## config.mk

```make
export PLATFORM = sky130hd
export DESIGN_NAME = scs_mul
export DESIGN_NICKNAME = d
export VERILOG_FILES = /design/src/design/assert_macros.svh /design/src/design/scs_pkg.sv /design/src/design/scs_mul.sv
export SDC_FILE = /design/constraint.sdc
export NUM_CORES = 2
export LEC_CHECK = 0
export BUFFER_PORTS_ARGS = -buffer_cell sky130_fd_sc_hd__buf_4
export CAP_MARGIN = 20
export CORE_ASPECT_RATIO = 0.7
export CORE_MARGIN = 8
export CORE_UTILIZATION = 40
export DETAILED_ROUTE_END_ITERATION = 8
export GPL_TIMING_DRIVEN = 0
export HOLD_SLACK_MARGIN = 0.12
export PLACE_DENSITY = 0.64
export SLEW_MARGIN = 20
export SYNTH_ARGS = -nofsm -noshare
export SYNTH_HDL_FRONTEND = slang
export SYNTH_SLANG_ARGS = --single-unit
```

## constraint.sdc

```tcl
create_clock -name clk -period 11.35 [get_ports clk]
set_input_delay 1.7025 -clock clk [delete_from_list [all_inputs] [get_ports clk]]
set_output_delay 1.7025 -clock clk [all_outputs]
set_load 0.005 [all_outputs]
```

## src/design/assert_macros.svh

```systemverilog
// assertion helpers shared by the rtl
`ifndef ASSERT_MACROS_SVH
`define ASSERT_MACROS_SVH

// property that must hold at every edge out of reset
`define SCS_ASSERT_ALWAYS(label, clk, rst_n, expr, msg) \
    label: assert property (@(posedge clk) disable iff (!rst_n) (expr)) else $error(msg);

// consequent checked in the cycle after the antecedent
`define SCS_ASSERT_NEXT(label, clk, rst_n, ante, cons, msg) \
    label: assert property (@(posedge clk) disable iff (!rst_n) (ante) |=> (cons)) \
        else $error(msg);

`endif

```

## src/design/scs_pkg.sv

```systemverilog
package scs_pkg;

    localparam int MAX_ENTRIES_DEF = 1024;
    localparam int INDEX_BITS_DEF  = 32;
    localparam int VALUE_BITS_DEF  = 16;

    localparam int MUL_BITS    = 32;
    localparam int ACC_BITS    = 48;
    localparam int COS_BITS    = 16;
    localparam int COUNT_BITS  = 11;
    localparam int CFG_BITS    = 16;
    localparam int WIDE_BITS   = 128;
    localparam int WX_BITS     = 3 * MUL_BITS;
    localparam int WY_BITS     = 2 * MUL_BITS;
    localparam int PP_COUNT    = 6;
    localparam int D_SHIFT     = 30;
    localparam int SEARCH_BITS = 16;

    typedef logic [1:0]                  func_t;
    typedef logic [1:0]                  status_t;
    typedef logic signed [ACC_BITS-1:0]  dot_t;
    typedef logic [ACC_BITS-1:0]         norm_t;
    typedef logic signed [COS_BITS-1:0]  cos_t;
    typedef logic [COUNT_BITS-1:0]       count_t;
    typedef logic [CFG_BITS-1:0]         cfg_t;
    typedef logic [WIDE_BITS-1:0]        wide_t;
    typedef logic [MUL_BITS-1:0]         mul_op_t;
    typedef logic [2*MUL_BITS-1:0]       mul_prod_t;

    localparam func_t FUNC_LOAD_A = 2'd0;
    localparam func_t FUNC_LOAD_B = 2'd1;
    localparam func_t FUNC_FINISH = 2'd2;

    localparam status_t ST_OK        = 2'd0;
    localparam status_t ST_ZERO_NORM = 2'd1;
    localparam status_t ST_ORDER     = 2'd2;
    localparam status_t ST_OVERFLOW  = 2'd3;

    localparam dot_t  DOT_MAX = {1'b0, {(ACC_BITS-1){1'b1}}};
    localparam dot_t  DOT_MIN = {1'b1, {(ACC_BITS-1){1'b0}}};
    localparam norm_t NORM_MAX = '1;

    localparam logic [SEARCH_BITS-1:0] COS_ONE = SEARCH_BITS'(1) << (SEARCH_BITS - 1);
    localparam cos_t COS_MAX = {1'b0, {(COS_BITS-1){1'b1}}};

    localparam cfg_t MIN_NORM_RESET = CFG_BITS'(1);

endpackage

```

## src/design/scs_mul.sv

```systemverilog
module scs_mul (
    input  logic               clk,
    input  scs_pkg::mul_op_t   op_a,
    input  scs_pkg::mul_op_t   op_b,
    output scs_pkg::mul_prod_t prod
);
    import scs_pkg::*;

    mul_prod_t prod_reg;

    // unsigned 32x32, product registered
    always_ff @(posedge clk)
    begin
        prod_reg <= mul_prod_t'(op_a) * mul_prod_t'(op_b);
    end

    assign prod = prod_reg;

endmodule

```

After elaboration in Yosys (flattened, before gate mapping):

Index checks and enable logic that the tools add are counted.
W data, S select, Z words.

* multiply operators: 1

Operators by type and width (count)
* $mul A32 B32 Y64: 1

* input bits: 65
* output and inout bits: 64
* bits in registers: 64
* logic and storage cells: 2

Logic depth before layout (Yosys ltp):

* word-level depth: 1
* mapped depth: 29
* gate-level depth less buffers: 27

Least setup slack after synthesis:

OpenSTA, ideal clock, no wires.

* path type: input -> register
* from: input op_a[25]
* to: register prod_reg[62] (netlist: prod[62])
* setup slack: 2.895 ns
* buffers on the path: 2
* setup time: 0.072 ns
* data arrival time: 8.384 ns
* required time: 11.278 ns
* cell stages on the path: 25
* path through: clkbuf_1 -> nand2_1 -> fa_1 -> inv_1 -> fa_1 -> inv_1 -> fa_1 -> inv_1 -> fa_1 -> fa_1 -> fa_1 -> fa_1 -> inv_1 -> fa_1 -> inv_1 -> ha_1 -> buf_2 -> nand4_1 -> or4_1 -> or3_1 -> a31oi_1 -> a31o_2 -> a211oi_1 -> o21ai_1 -> xor2_1

* cells in the longest elaborated chain, start to end: 1

RTL lines
* start: declaration: RTL line scs_mul.sv:3 `input scs_pkg::mul_op_t op_a,`
* $mul A32 B32 Y64: RTL line scs_mul.sv:14 `prod_reg <= mul_prod_t'(op_a) * mul_prod_t'(op_b);`
* end signal: assignment: RTL line scs_mul.sv:14
* end: declaration: RTL line scs_mul.sv:9 `mul_prod_t prod_reg;`

Every way passes these cells.

Worst setup path after layout:

* from: input op_b[28]
* to: register prod_reg[62] (netlist: prod[62])

* cells in the longest elaborated chain, start to end: 1

RTL lines
* start: declaration: RTL line scs_mul.sv:4 `input scs_pkg::mul_op_t op_b,`
* $mul A32 B32 Y64: RTL line scs_mul.sv:14

Every way passes these cells.

==> run_results.csv <==
group,metric,value,unit
floorplanning,die_h,262.3,um
clocking,cts_setup_buffers,0,
yosys,ys.flop_type,"dfxtp_1",
place,place_area,0.03708,mm2
place,hpwl,112.9,mm
sta,final-hold-violation-count,0,
yosys,synth_edf_count,0,
yosys,syn_area,0.03468,mm2
yosys,synth_area_leaders,"fa_1 (52%), and2_1 (11%), ha_1 (9.5%), inv_1 (9.4%), nand2_1 (5.2%)",
hold_path,worst_hold_path_type,"in -> reg",
flow_run,maxCapViolCount,0,
clocking,clockBufferDepth,2,
yosys,yosysTopAreaCell,"fa_1",
detailed_routing,drc,0,
final_layout,filler_cell_count,8541,
floorplanning,num_rows,90,
clocking,cts_sinks,64,
hold_path,hp-start,"op_b[0]",
yosys,yosysMostFrequentCell,"fa_1",
setup_path,critPathArrivalTime,10.44,ns
setup_path,setup.worst_path.start,"op_b[28]",
run_status,status,"completed",
clocking,root_buffer,"clkbuf_16",
setup_path,start_kind,"input port",
yosys,yosysSeqAreaShare,0.03695,
yosys,ys_types,57,
clocking,cts_tree,"yes",
sta,max_slew_margin,0.1815,
global_route,grt_overflow_total,0,
floorplanning,dieWidth,367.9,um
sta,setup_viol,0,
yosys,syn_nets,4972,
final_layout,syn_to_final_growth,7.776,%
sta,setup_tns,0,ns
floorplanning,coreArea,0.08603,mm2
yosys,netlist_instances,3748,
sta,final.period_utilization,0.8933,
clocking,cts_buffers,9,
yosys,synth-seq-cells,64,
final_layout,stdcell_area,0.03737,mm2
detailed_routing,dr_total_vias,26520,
floorplanning,floorplan.die_area,0.09652,mm2
floorplanning,start_util,0.4031,
detailed_routing,antenna_left,0,
clocking,cts_resized,0,
yosys,synth_warnings,0,
setup_path,worst_ep_required_time,11.65,ns
setup_path,crit_type,"in -> reg",
final_layout,finish.utilization,0.4344,
yosys,yosysTopAreaCellShare,0.5173,
global_route,grt_pass1_wl,191.1,mm
sta,layout_min_cycle_time,10.14,ns
sta,rsz0062_at_grt,"no",
sta,max_freq,98.63,MHz
detailed_routing,post_drt_wl_per_cell,25.40,um
detailed_routing,first_iter_violations,2745,
floorplanning,io_pins,129,
final_layout,final_nets,5111,
yosys,synth_common_cells,"fa_1 (896), inv_1 (865), and2_1 (602), nand2_1 (480), ha_1 (263)",
detailed_routing,drt_wl_total,128.2,mm
sta,worstMarginPinSlew,1.228,ns
setup_path,crit_fanout,10,
place,io_buffer_count,128,
final_layout,layout-drive-gt1-share,0.04291,
place,place_congestion,1.026,
global_route,grt_util_all_layers,0.2687,
yosys,synthArstFlopShare,0,
global_route,grt_antenna_before_repair,12,
clocking,htreeDepth,3,
detailed_routing,viasPerCell,5.254,
clocking,postCtsHoldBufs,0,
yosys,synth_area_per_cell,9.252,um2
global_route,first_global_vias,27650,
final_layout,largest_reg_flops,64,
detailed_routing,drt_pass1_iterations,6,
global_route,grt_max_degree,13,
setup_path,end_kind,"flop",
clocking,cts.reportedPaths.clkPinSlew,0.06,ns
sta,drv_slew,0,
final timing paths:
check	end	cells after the start
max	prod[62]	24
min	prod[0]	2
area by class of cell:
type | count | area, um2 | area share
Tap cell | 1150 | 1439 | 0.03850
Antenna cell | 6 | 15.01 | 0.0004018
Sequential cell | 64 | 1281 | 0.03428
Buffer | 220 | 833.3 | 0.02230
Inverter | 865 | 3247 | 0.08688
Multi-Input combinational cell | 2599 | 29310 | 0.7844
Clock inverter | 6 | 42.54 | 0.001138
Timing Repair Buffer | 128 | 960.9 | 0.02571
Clock buffer | 10 | 239.0 | 0.006395
metal layers:
metal,track usage,share of wire,up-vias
met5,0,0.00028,-
met4,0.04651,0.015,6
met3,0.1581,0.19,145
met2,0.3460,0.38,1658
met1,0.3865,0.42,13580
li1,-,-,11140
through the flow:
step / setup WS [ns] / std cells / hold slack (ns)
4_1_cts: 1.308 / 5042 / 1.575
3_3_place_gp: 0.9820 / 5026 / 1.978
3_5_place_dp: 0.9616 / 5026 / 1.979
6_report: 1.211 / 5048 / 1.593
5_1_grt: 0.8588 / 5042 / 1.591
2_1_floorplan: 2.895 / 3748 / 1.830
kinds of logic (layout without fill, tap and decap cells):
logic type / Yosys count / after routing / share of synthesized area
and+or+nand+nor: 1177 / 1177 / 0.1762
DFF: 64 / 64 / 0.03695
muxes: 1 / 1 / 0.0002887
other: 0 / 6 / 0
adders and majority gates: 1159 / 1159 / 0.6122
buffers and inverters: 1085 / 1229 / 0.1177
xor gates and xnor gates: 60 / 60 / 0.01515
AOI/OAI and AO/OA: 202 / 202 / 0.04153
cells in the final DEF (no fill, tap or decap), types with 9 or more instances in the layout:
cell,Yosys,layout
xor2_1,25,25
o21bai_1,10,10
a31oi_1,12,12
xnor2_1,35,35
dfxtp_1,64,64
a21oi_1,63,63
nand2_1,480,480
buf_4,0,128
a21o_1,40,40
and3_1,14,14
o21ai_0,21,21
nand3_1,10,10
clkbuf_1,213,213
o21a_1,9,9
clkbuf_16,0,9
ha_1,263,263
and2_1,602,602
nor2_1,20,20
fa_1,896,896
inv_1,865,865
nand4_1,23,23
worst max-delay path, stage by stage:
cell	delay, ns
buf_4	0.20
clkbuf_1	0.93
nand2_1	0.17
fa_1	0.54
inv_1	0.06
fa_1	0.56
fa_1	0.43
fa_1	0.53
fa_1	0.73
fa_1	0.51
fa_1	0.51
inv_1	0.05
fa_1	0.48
inv_1	0.04
ha_1	0.25
buf_2	0.18
nand4_1	0.25
or4_1	0.48
or3_1	0.40
a31oi_1	0.58
a31o_2	0.32
a211oi_1	0.14
o21ai_1	0.19
xor2_1	0.17
Power is not shown: default switching activity piles up to over one toggle a cycle in this logic, so the estimate is an artifact.
